$ cat src/rtl/core/psq_pkg.sv
// psq_pkg: shared types and constants of the prime square test block
// state encoding and the command/status bundles between controller and datapath
// no dependencies
package psq_pkg;

	localparam int ROOT_BITS_DEF = 20;

	typedef enum logic [2:0] {
		S_FILL,
		S_SV_RD,
		S_SV_CHK,
		S_SV_CLR,
		S_IDLE,
		S_ROOT,
		S_LOOK,
		S_RES
	} state_t;

	typedef struct packed {
		logic fill_step;
		logic sieve_init;
		logic sieve_rd;
		logic next_i;
		logic clr_step;
		logic load;
		logic root_step;
		logic look_rd;
		logic finish;
	} cmd_t;

	typedef struct packed {
		logic fill_last;
		logic sieve_end;
		logic map_bit;
		logic clr_last;
		logic root_last;
	} sts_t;

endpackage

$ cat src/rtl/core/psq_ctrl.sv
// psq_ctrl: controller state machine, sieve after reset then one root search per transaction
// depends on psq_pkg
module psq_ctrl (
	input  logic           clk,
	input  logic           arst_n,
	input  logic           start,
	input  psq_pkg::sts_t  sts,
	output psq_pkg::cmd_t  cmd,
	output logic           busy
);

	psq_pkg::state_t state_q, state_d;

	always_ff @(posedge clk or negedge arst_n) begin
		if (!arst_n) begin
			state_q <= psq_pkg::S_FILL;
		end else begin
			state_q <= state_d;
		end
	end

	always_comb begin
		state_d = state_q;
		cmd     = '0;
		unique case (state_q)
			psq_pkg::S_FILL: begin
				cmd.fill_step = 1'b1;
				if (sts.fill_last) begin
					cmd.sieve_init = 1'b1;
					state_d        = psq_pkg::S_SV_RD;
				end
			end
			psq_pkg::S_SV_RD: begin
				if (sts.sieve_end) begin
					state_d = psq_pkg::S_IDLE;
				end else begin
					cmd.sieve_rd = 1'b1;
					state_d      = psq_pkg::S_SV_CHK;
				end
			end
			psq_pkg::S_SV_CHK: begin
				if (sts.map_bit) begin
					state_d = psq_pkg::S_SV_CLR;
				end else begin
					cmd.next_i = 1'b1;
					state_d    = psq_pkg::S_SV_RD;
				end
			end
			psq_pkg::S_SV_CLR: begin
				cmd.clr_step = 1'b1;
				if (sts.clr_last) begin
					cmd.next_i = 1'b1;
					state_d    = psq_pkg::S_SV_RD;
				end
			end
			psq_pkg::S_IDLE: begin
				if (start) begin
					cmd.load = 1'b1;
					state_d  = psq_pkg::S_ROOT;
				end
			end
			psq_pkg::S_ROOT: begin
				cmd.root_step = 1'b1;
				if (sts.root_last) begin
					state_d = psq_pkg::S_LOOK;
				end
			end
			psq_pkg::S_LOOK: begin
				cmd.look_rd = 1'b1;
				state_d     = psq_pkg::S_RES;
			end
			psq_pkg::S_RES: begin
				cmd.finish = 1'b1;
				state_d    = psq_pkg::S_IDLE;
			end
			default: begin
				state_d = psq_pkg::S_FILL;
			end
		endcase
	end

	assign busy = (state_q != psq_pkg::S_IDLE);

endmodule

$ cat config.mk
export PLATFORM = sky130hd
export DESIGN_NAME = psq_ctrl
export DESIGN_NICKNAME = d
export VERILOG_FILES = /design/src/rtl/core/psq_pkg.sv /design/src/rtl/core/psq_ctrl.sv
export SDC_FILE = /design/constraint.sdc
export NUM_CORES = 1
export LEC_CHECK = 0
export BUFFER_PORTS_ARGS = -buffer_cell sky130_fd_sc_hd__buf_2
export CAP_MARGIN = 20
export CORE_AREA = 2 2 39 41
export DETAILED_ROUTE_END_ITERATION = 8
export DIE_AREA = 0 0 41 43
export GPL_TIMING_DRIVEN = 0
export PLACE_DENSITY = 0.42
export RECOVER_POWER = 100
export REMOVE_ABC_BUFFERS = 1
export SYNTH_ARGS = -nofsm -noshare
export SYNTH_HDL_FRONTEND = slang
export SYNTH_SLANG_ARGS = --single-unit
$ cat constraint.sdc
create_clock -name clk -period 2.5 [get_ports clk]
set_input_delay 0 -clock clk [delete_from_list [all_inputs] [get_ports clk]]
set_output_delay 0 -clock clk [all_outputs]
set_load 0.1 [all_outputs]
==> run summary, run 1 <==
Antenna Nets Post-Route - 0
Pre-CTS setup slack - 937 ps
Post-synthesis simple-gate area fraction - 37.7%
Initial antenna violation count - 0
Htree depth - 1
Starting Density - 19.2%
Mux contribution to synthesized area - 8.02%
# IOs - 18
Worst slew pin tran - 1160 ps
Die H - 43 um
Area growth syn-to-layout - 41.0%
Status - complete, no violations
Cell Area, Synth - 265 sq um
Hold WC Path Type - input pin to register
YS warnings - 0
Setup violators final - 0
Cts repair resizes - 0
Final period utilization - 79.3%
Largest regs - state_q (3)
RSZ-0062 raised after global routing - false
Root Driver - clkbuf_4
Startpoint Class - register
Post-Layout Inst Area - 374 sq um
Max transition margin - 22.9%
RePlAce Congestion - 0.688
Final worst slack - 518 ps
Buffers on Ports - 17
DR pass1 iterations - 2
Max Cap Viol - 0
Layout cells sized above 1 - 20.4%
Post-synth cell types - 22
Final Hold Viols - 0
Worst setup path class - register to primary output
CTS buffer count - 3
CTS tree - yes
Cell Rows - 14
Via density - 4.27
Area of the die - 0.00176 sq mm
Most common cell after layout, fill and taps aside - clkbuf_1
Routed WL per cell - 9.81 um
DRC - 0
First-pass GRT wire length - 1030 um
CP endpoint kind - primary output
Most flops, register - state_q
Clk sinks - 3
Total track usage - 9.04%
Routed via count - 299
Min Tclk post-route - 1980 ps
Arr. time, crit path - 1980 ps
Pin count of the biggest net entering global routing - 16
Grt ovf - 0
CP Data Required Time - 2500 ps
Mapped Cells - 35
Final core utilization - 27.0%
DP Area - 357 sq um
Clk_lat worst skew - 230 ps
Ant. Diodes - 0
Maximum fanout along the worst path - 15
Max reg flops - 3
# nets final - 63
Seq/Total Area, Yosys - 28.3%
Worst-path clk slew - 40 ps
Initial DRC Count - 7
Hold WS - 49.2 ps
Main combinational cell family by area after synthesis - simple AND/OR/NAND/NOR gates
Post-synthesis sequential element count - 3
Fin. max-slew vios - 0
Max frequency - 0.505 GHz
Commonest non-fill, non-tap cells in the layout - clkbuf_1, buf_2, nor2_1
Longest Clk Path Bufs - 2
Synthesized area per cell - 7.58 sq um
Adder-cell share of the synthesized area - 0%
Core Area - 0.00138 sq mm
Post-Route Skew - 2.97 ps
Vias in the first global route - 260
Xor-xnor portion of the synthesized cell area - 0%
Wirelength, routed - 687 um
Compound-Gate Fraction of Synth Area - 17.9%
Die width - 41 um
## cell type report
type	instances	area, sq um
multi-input cells	27	163
fillers	167	1010
inverters	2	7.51
repair buffers	18	82.6
flip-flops and latches	3	75.1
well taps	16	20.0
clock buffers	4	26.3
## worst paths after layout
kind | depth (start not counted) | start | endpoint | slack (ps)
worst max-delay path | 3 | state_q[0] | cmd[6] | 520
worst min-delay path | 2 | sts[3] | state_q[2] | 50
worst max register to register | 3 | state_q[0] | state_q[0] | 890
worst min register to register | 1 | state_q[2] | state_q[2] | 750
max in group asynchronous | 2 | arst_n | state_q[2] | 2240
min in group asynchronous | 2 | arst_n | state_q[1] | 110
## routing by layer
metal	vias to the layer above	share of wire, %	GRT usage [%]
li1	159	-	-
met1	130	48	11.9
met2	10	46	11.9
met3	0	5.8	1.57
met4	0	0	8.00
met5	-	0	0
## cell usage after synthesis (all sizes together)
library cell,instances,share of area [%]
nor2,6,8.5
a21oi,1,1.9
mux2,1,4.2
nor4,1,2.4
a31o,1,3.3
and3,2,4.7
dfrtp,3,28
o22ai,1,2.4
and2,1,2.4
and4bb,1,4.7
buf,1,1.9
inv,2,2.8
nor3,2,3.8
clkbuf,2,3.3
a21o,1,2.8
mux2i,1,3.8
nand2,3,4.2
o21ai,1,1.9
nand2b,2,4.7
nor2b,1,2.4
a311oi,1,5.7
## repair_timing
action / 4_1_cts / 5_1_grt
hold buffers: 1 / 0
endpoints found under the hold margin: 3 / 0
setup buffers: 0 / 0
## critical path, cell delays in order, from the launching register on
cell,delay (ps)
dfrtp_1,600
nand2b_1,130
nor3_1,140
clkbuf_1,880
## kinds of logic (layout without fill, tap and decap cells)
logic type / count (synthesis) / after routing
mux: 2 / 2
flops: 3 / 3
simple gates: 19 / 19
compound gates: 6 / 6
buf+inv: 5 / 24
## per-stage QoR
stage          setup TNS (ps)  instances
2_1_floorplan           -1400         32
3_3_place_gp                0         65
3_5_place_dp                0         65
4_1_cts                     0         70
5_1_grt                     0         70
6_report                    0         70
Power of run 1 is left out: the tool's default activity adds up to more than one toggle a clock period on the data nets, which glitch-free logic cannot reach.
==> run 2, diff against run 1 <==
--- a/config.mk
+++ b/config.mk
@@ -11,7 +11,7 @@
 export DETAILED_ROUTE_END_ITERATION = 8
 export DIE_AREA = 0 0 41 43
 export GPL_TIMING_DRIVEN = 0
-export PLACE_DENSITY = 0.42
+export PLACE_DENSITY = 0.44
 export RECOVER_POWER = 100
 export REMOVE_ABC_BUFFERS = 1
 export SYNTH_ARGS = -nofsm -noshare
==> constraint.sdc (replaced) <==
create_clock -name clk -period 1.6 [get_ports clk]
set_input_delay 0 -clock clk [delete_from_list [all_inputs] [get_ports clk]]
set_output_delay 0 -clock clk [all_outputs]
set_load 0.1 [all_outputs]
==> run 2 against run 1 <==
Core utilization rose by 1.8 points. Die area stayed put. Routed wire length shrank 2.8%. Flip-flop and latch count unchanged. Global-route usage up 0.80 points. Critical path depth unchanged. Worst setup slack got worse by 420 ps. Cell area is 6.7% higher. Cell count stayed put. Clock-buffer cell count is the same.
==> run summary, run 2 (synthesis gave the netlist of run 1 again) <==
Hold WC Path Type - input pin to register (unchanged)
Area occupied by multi-input gates - 169 sq um (was 163 sq um)
Arr. time, crit path - 1510 ps (was 1980 ps)
CP Data Required Time - 1600 ps (was 2500 ps)
Longest Clk Path Bufs - 2 (unchanged)
Most flops, register - state_q (unchanged)
Max transition margin - 63.9% (was 22.9%)
Max Cap Viol - 0 (unchanged)
Final period utilization - 94.1%
Htree depth - 1 (unchanged)
Grt ovf - 0 (unchanged)
Gr busiest metal - met1 (unchanged)
Max frequency - 0.664 GHz
Die width - 41 um (unchanged)
Setup violators final - 0 (unchanged)
Die H - 43 um (unchanged)
Via density - 4.31 (was 4.27)
# IOs - 18 (unchanged)
CP cell instances - nor2_1 -> and3_1 -> clkbuf_2 (was nand2b_1 -> nor3_1 -> clkbuf_1)
Initial antenna violation count - 0 (unchanged)
Met3 Track Usage GR - 1.57% (unchanged)
Post-Route Skew - 1.59 ps (was 2.97 ps)
Worst setup path class - register to primary output (unchanged)
GR Util met2 - 11.6% (was 11.9%)
Antenna Nets Post-Route - 0 (unchanged)
Reg-to-Reg Start - state_q[0] (unchanged)
Clk_lat worst skew - 230 ps (about the same)
Max incr delay on CP - 490 ps (was 880 ps)
Met1 usage - 15.8% (was 11.9%)
Buffers on Ports - 17 (unchanged)
Startpoint Class - register (unchanged)
Core Area - 0.00138 sq mm (unchanged)
DP Area - 357 sq um (unchanged)
Total track usage - 9.84% (was 9.04%)
Routed WL per cell - 9.54 um (was 9.81 um)
Vias in the first global route - 254 (was 260)
Layout cells sized above 1 - 42.6% (was 20.4%)
Final Non-Filler Cells - 70 (unchanged)
Post-CTS setup buffers - 0 (unchanged)
Fill cell count - 159 (was 167)
Cell Rows - 14 (unchanged)
Area of the die - 0.00176 sq mm (unchanged)
Final Hold Viols - 0 (unchanged)
Routed via count - 302 (was 299)
Cell family with most CP delay - flip-flops (was buffers and inverters)
DRC - 0 (unchanged)
Worst-path clk slew - 40 ps (about the same)
Fin. max-slew vios - 0 (unchanged)
Crit path buffers/inverters - 1 (unchanged)
Initial DRC Count - 3 (was 7)
Worst setup startpoint - state_q[0] (unchanged)
Largest regs - state_q (3) (unchanged)
Clk sinks - 3 (unchanged)
First-pass GRT wire length - 1170 um (was 1030 um)
Root Driver - clkbuf_4 (unchanged)
CP endpoint kind - primary output (unchanged)
Wirelength, routed - 668 um (was 687 um)
CTS tree - yes (unchanged)
RSZ-0062 raised after global routing - false (unchanged)
Final core utilization - 28.8% (was 27.0%)
Post-Layout Inst Area - 399 sq um (was 374 sq um)
DR pass1 iterations - 2 (unchanged)
Status - complete, no violations (unchanged)
Slowest-stage cell, CP - dfrtp_2 (was clkbuf_1)
FF/Latch Area - 77.6 sq um (was 75.1 sq um)
Worst slew pin tran - 544 ps (was 1160 ps)
Starting Density - 19.2% (unchanged)
Max reg flops - 3 (unchanged)
Ant. Diodes - 0 (unchanged)
DP Cell Count - 65 (unchanged)
Commonest non-fill, non-tap cells in the layout - buf_2, clkbuf_2, nor2_1 (was clkbuf_1, buf_2, nor2_1)
# nets final - 63 (unchanged)
Min Tclk post-route - 1510 ps
CTS buffer count - 3 (unchanged)
Pin count of the biggest net entering global routing - 16 (unchanged)
Hold_sp - sts[3] (unchanged)
Maximum fanout along the worst path - 15 (unchanged)
Area growth syn-to-layout - 50.5% (was 41.0%)
RePlAce Congestion - 0.694 (was 0.688)
-- run 2: changes by cell type in the layout (fill, tap and decap cells not counted), sizes merged --
cell / delta
buf: +1
clkbuf: -1
-- run 2: metrics by stage --
stage / setup TNS (ps) / setup WS (ps) / hold slack (ps)
floorplan: -5280 / -2000 / -296
global placement: 0 / 7.30 / -203
detailed placement: 0 / 46.5 / -200
CTS: 0 / 41.6 / 51.2
global route: 0 / 20.1 / 55.6
finish: 0 / 94.4 / 50.6
-- run 2: final timing paths --
check / slack (ps) / to / depth (start not counted)
max: 90 / cmd[3] / 3
min: 50 / state_q[2] / 2
max reg2reg: 160 / state_q[0] / 3
min reg2reg: 650 / state_q[2] / 1
max in group asynchronous: 1330 / state_q[2] / 2
min in group asynchronous: 100 / state_q[1] / 2
-- run 2: worst register-to-register path: stages (launching register included) --
cell and delay, ps:
dfrtp_2 490, mux2i_1 170, a311oi_2 320, mux2_1 340
-- run 2: timing repair --
item	4_1_cts	5_1_grt
resized for setup	1	3
setup endpoints to repair	1	7
hold endpoints to repair	3	0
hold buffers	1	0
pin swaps	0	0
-- run 2: metal layers --
metal / part of all wire [%] / vias up
li1: - / 160
met2: 40 / 12
met3: 5.1 / 2
met5: 0 / -
met1: 52 / 128
met4: 2.5 / 0
-- run 2: cell type report --
class | instances | area share (%)
inverter | 2 | 1.88
multi-input combinational | 27 | 42.3
timing repair buffer | 18 | 24.8
tap | 16 | 5.02
sequential | 3 | 19.4
clock buffer | 4 | 6.58
Power of run 2 is left out for the same reason.
==> run 3, diff against run 2 <==
--- a/config.mk
+++ b/config.mk
@@ -11,7 +11,7 @@
 export DETAILED_ROUTE_END_ITERATION = 8
 export DIE_AREA = 0 0 41 43
 export GPL_TIMING_DRIVEN = 0
-export PLACE_DENSITY = 0.44
+export PLACE_DENSITY = 0.42
 export RECOVER_POWER = 100
 export REMOVE_ABC_BUFFERS = 1
 export SYNTH_ARGS = -nofsm -noshare
==> constraint.sdc (replaced) <==
create_clock -name clk -period 1.64 [get_ports clk]
set_input_delay 0 -clock clk [delete_from_list [all_inputs] [get_ports clk]]
set_output_delay 0 -clock clk [all_outputs]
set_load 0.1 [all_outputs]
==> run 3 against run 2 <==
Largest cell class unchanged. Core utilization decreased by 0.27 points. Global-route usage is 0.80 points lower. Cell count unchanged. Clock-buffer cell count unchanged. Cell area down 0.94%. Worst setup slack gained 34 ps. Hold slack got worse by 0.88 ps. Die area did not move. First-iteration DRC count up 33%. Clock skew grew 1.4 ps. Non-clock buffer count is the same.
==> run summary, run 3 (synthesis gave the netlist of run 1 again) <==
Hold WC Path Type - input pin to register (unchanged)
Met1 usage - 11.9% (was 15.8%)
Largest regs - state_q (3) (unchanged)
CP endpoint kind - register (was primary output)
Worst setup path class - register to register (was register to primary output)
Startpoint Class - register (unchanged)
Layout cells sized above 1 - 40.7% (was 42.6%)
Commonest non-fill, non-tap cells in the layout - buf_2, nor2_1, clkbuf_2 (was buf_2, clkbuf_2, nor2_1)
Buffers on Ports - 17 (unchanged)
Fill cell count - 168 (was 159)
GR Util met2 - 11.9% (was 11.6%)
Clk sinks - 3 (unchanged)
Max incr delay on CP - 560 ps (was 490 ps)
Pin count of the biggest net entering global routing - 16 (unchanged)
Htree depth - 1 (unchanged)
CTS tree - yes (unchanged)
Post-CTS setup buffers - 0 (unchanged)
CTS buffer count - 3 (unchanged)
Grt ovf - 0 (unchanged)
Via density - 4.31 (unchanged)
Min Tclk post-route - 1510 ps
CP Data Required Time - 1750 ps (was 1600 ps)
Worst-path clk slew - 40 ps (about the same)
Core Area - 0.00138 sq mm (unchanged)
Routed via count - 302 (unchanged)
Fin. max-slew vios - 0 (unchanged)
Status - complete, no violations (unchanged)
Starting Density - 19.2% (unchanged)
Wirelength, routed - 675 um (was 668 um)
Ant. Diodes - 0 (unchanged)
Max transition margin - 64.3% (was 63.9%)
Cell Rows - 14 (unchanged)
Area of the die - 0.00176 sq mm (unchanged)
First-pass GRT wire length - 1030 um (was 1170 um)
Root Driver - clkbuf_4 (unchanged)
Total track usage - 9.04% (was 9.84%)
Routed WL per cell - 9.64 um (was 9.54 um)
# nets final - 63 (unchanged)
Slowest-stage cell, CP - dfrtp_1 (was dfrtp_2)
Met3 Track Usage GR - 1.57% (unchanged)
CP cell instances - and4bb_1 -> a311oi_2 -> mux2_1 (was nor2_1 -> and3_1 -> clkbuf_2)
DR pass1 iterations - 2 (unchanged)
Initial antenna violation count - 0 (unchanged)
Maximum fanout along the worst path - 13 (was 15)
RSZ-0062 raised after global routing - false (unchanged)
Die width - 41 um (unchanged)
Longest Clk Path Bufs - 2 (unchanged)
Final Hold Viols - 0 (unchanged)
Setup violators final - 0 (unchanged)
Gr busiest metal - met1 (unchanged)
Max Cap Viol - 0 (unchanged)
Post-Layout Inst Area - 395 sq um (was 399 sq um)
# IOs - 18 (unchanged)
Worst slew pin tran - 538 ps (was 544 ps)
Initial DRC Count - 4 (was 3)
Most common cell after layout, fill and taps aside - buf_2
Vias in the first global route - 260 (was 254)
Antenna Nets Post-Route - 0 (unchanged)
DRC - 0 (unchanged)
Die H - 43 um (unchanged)
Area growth syn-to-layout - 49.1% (was 50.5%)
Final core utilization - 28.6% (was 28.8%)
Max reg flops - 3 (unchanged)
Max frequency - 0.661 GHz
Post-Route Skew - 2.99 ps (was 1.59 ps)
DP Area - 357 sq um (unchanged)
Arr. time, crit path - 1620 ps (was 1510 ps)
Final period utilization - 92.2%
Clk_lat worst skew - 230 ps (about the same)
RePlAce Congestion - 0.688 (was 0.694)
Most flops, register - state_q (unchanged)
-- run 3: changes by cell type in the layout (fill, tap and decap cells not counted) --
cell      change
buf_2         +2
buf_4         -1
clkbuf_2      -1
dfrtp_1       +1
dfrtp_2       -1
-- run 3: layer usage --
layer	vias to the layer above	part of all wire [%]
met5	-	0
met4	0	0
met3	0	5.8
met2	10	47
met1	132	48
li1	160	-
-- run 3: area by class of cell --
class | instances | area [sq um] | area share [%]
Timing Repair Buffer | 18 | 96.3 | 24.4
Clock buffer | 4 | 26.3 | 6.65
Sequential cell | 3 | 76.3 | 19.3
Multi-Input combinational cell | 27 | 169 | 42.7
Inverter | 2 | 7.51 | 1.90
Tap cell | 16 | 20.0 | 5.06
-- run 3: path summary, 6_finish.rpt --
check,startpoint,endpoint,cells past startpoint,slack (ps)
max,state_q[2],state_q[0],3,130
min,sts[3],state_q[2],2,50
max reg2reg,state_q[2],state_q[0],3,130
min reg2reg,state_q[0],state_q[0],1,700
max in group asynchronous,arst_n,state_q[0],2,1370
min in group asynchronous,arst_n,state_q[1],2,110
-- run 3: repair_timing --
action / CTS / global route
endpoints found under the hold margin: 3 / 0
endpoints found under the setup margin: 0 / 4
hold buffers: 1 / 0
resized for setup: 0 / 4
-- run 3: worst max-delay path, delay by kind of cell (launching register included) --
family           cells  cell delay, ps
AO/OA/AOI/OAI        1             240
flip-flops           1             560
multiplexers         1             340
AND/OR/NAND/NOR      1             250
-- run 3: stage by stage --
step	std cells	hold slack [ps]	setup TNS, ps	setup slack [ps]
2_1_floorplan	32	-296	-5000	-1960
3_3_place_gp	65	-202	0	67.2
3_5_place_dp	65	-200	0	76.8
4_1_cts	70	44.9	0	8.14
5_1_grt	70	61.9	0	24.6
6_report	70	49.7	0	128
Power of run 3 is left out for the same reason.
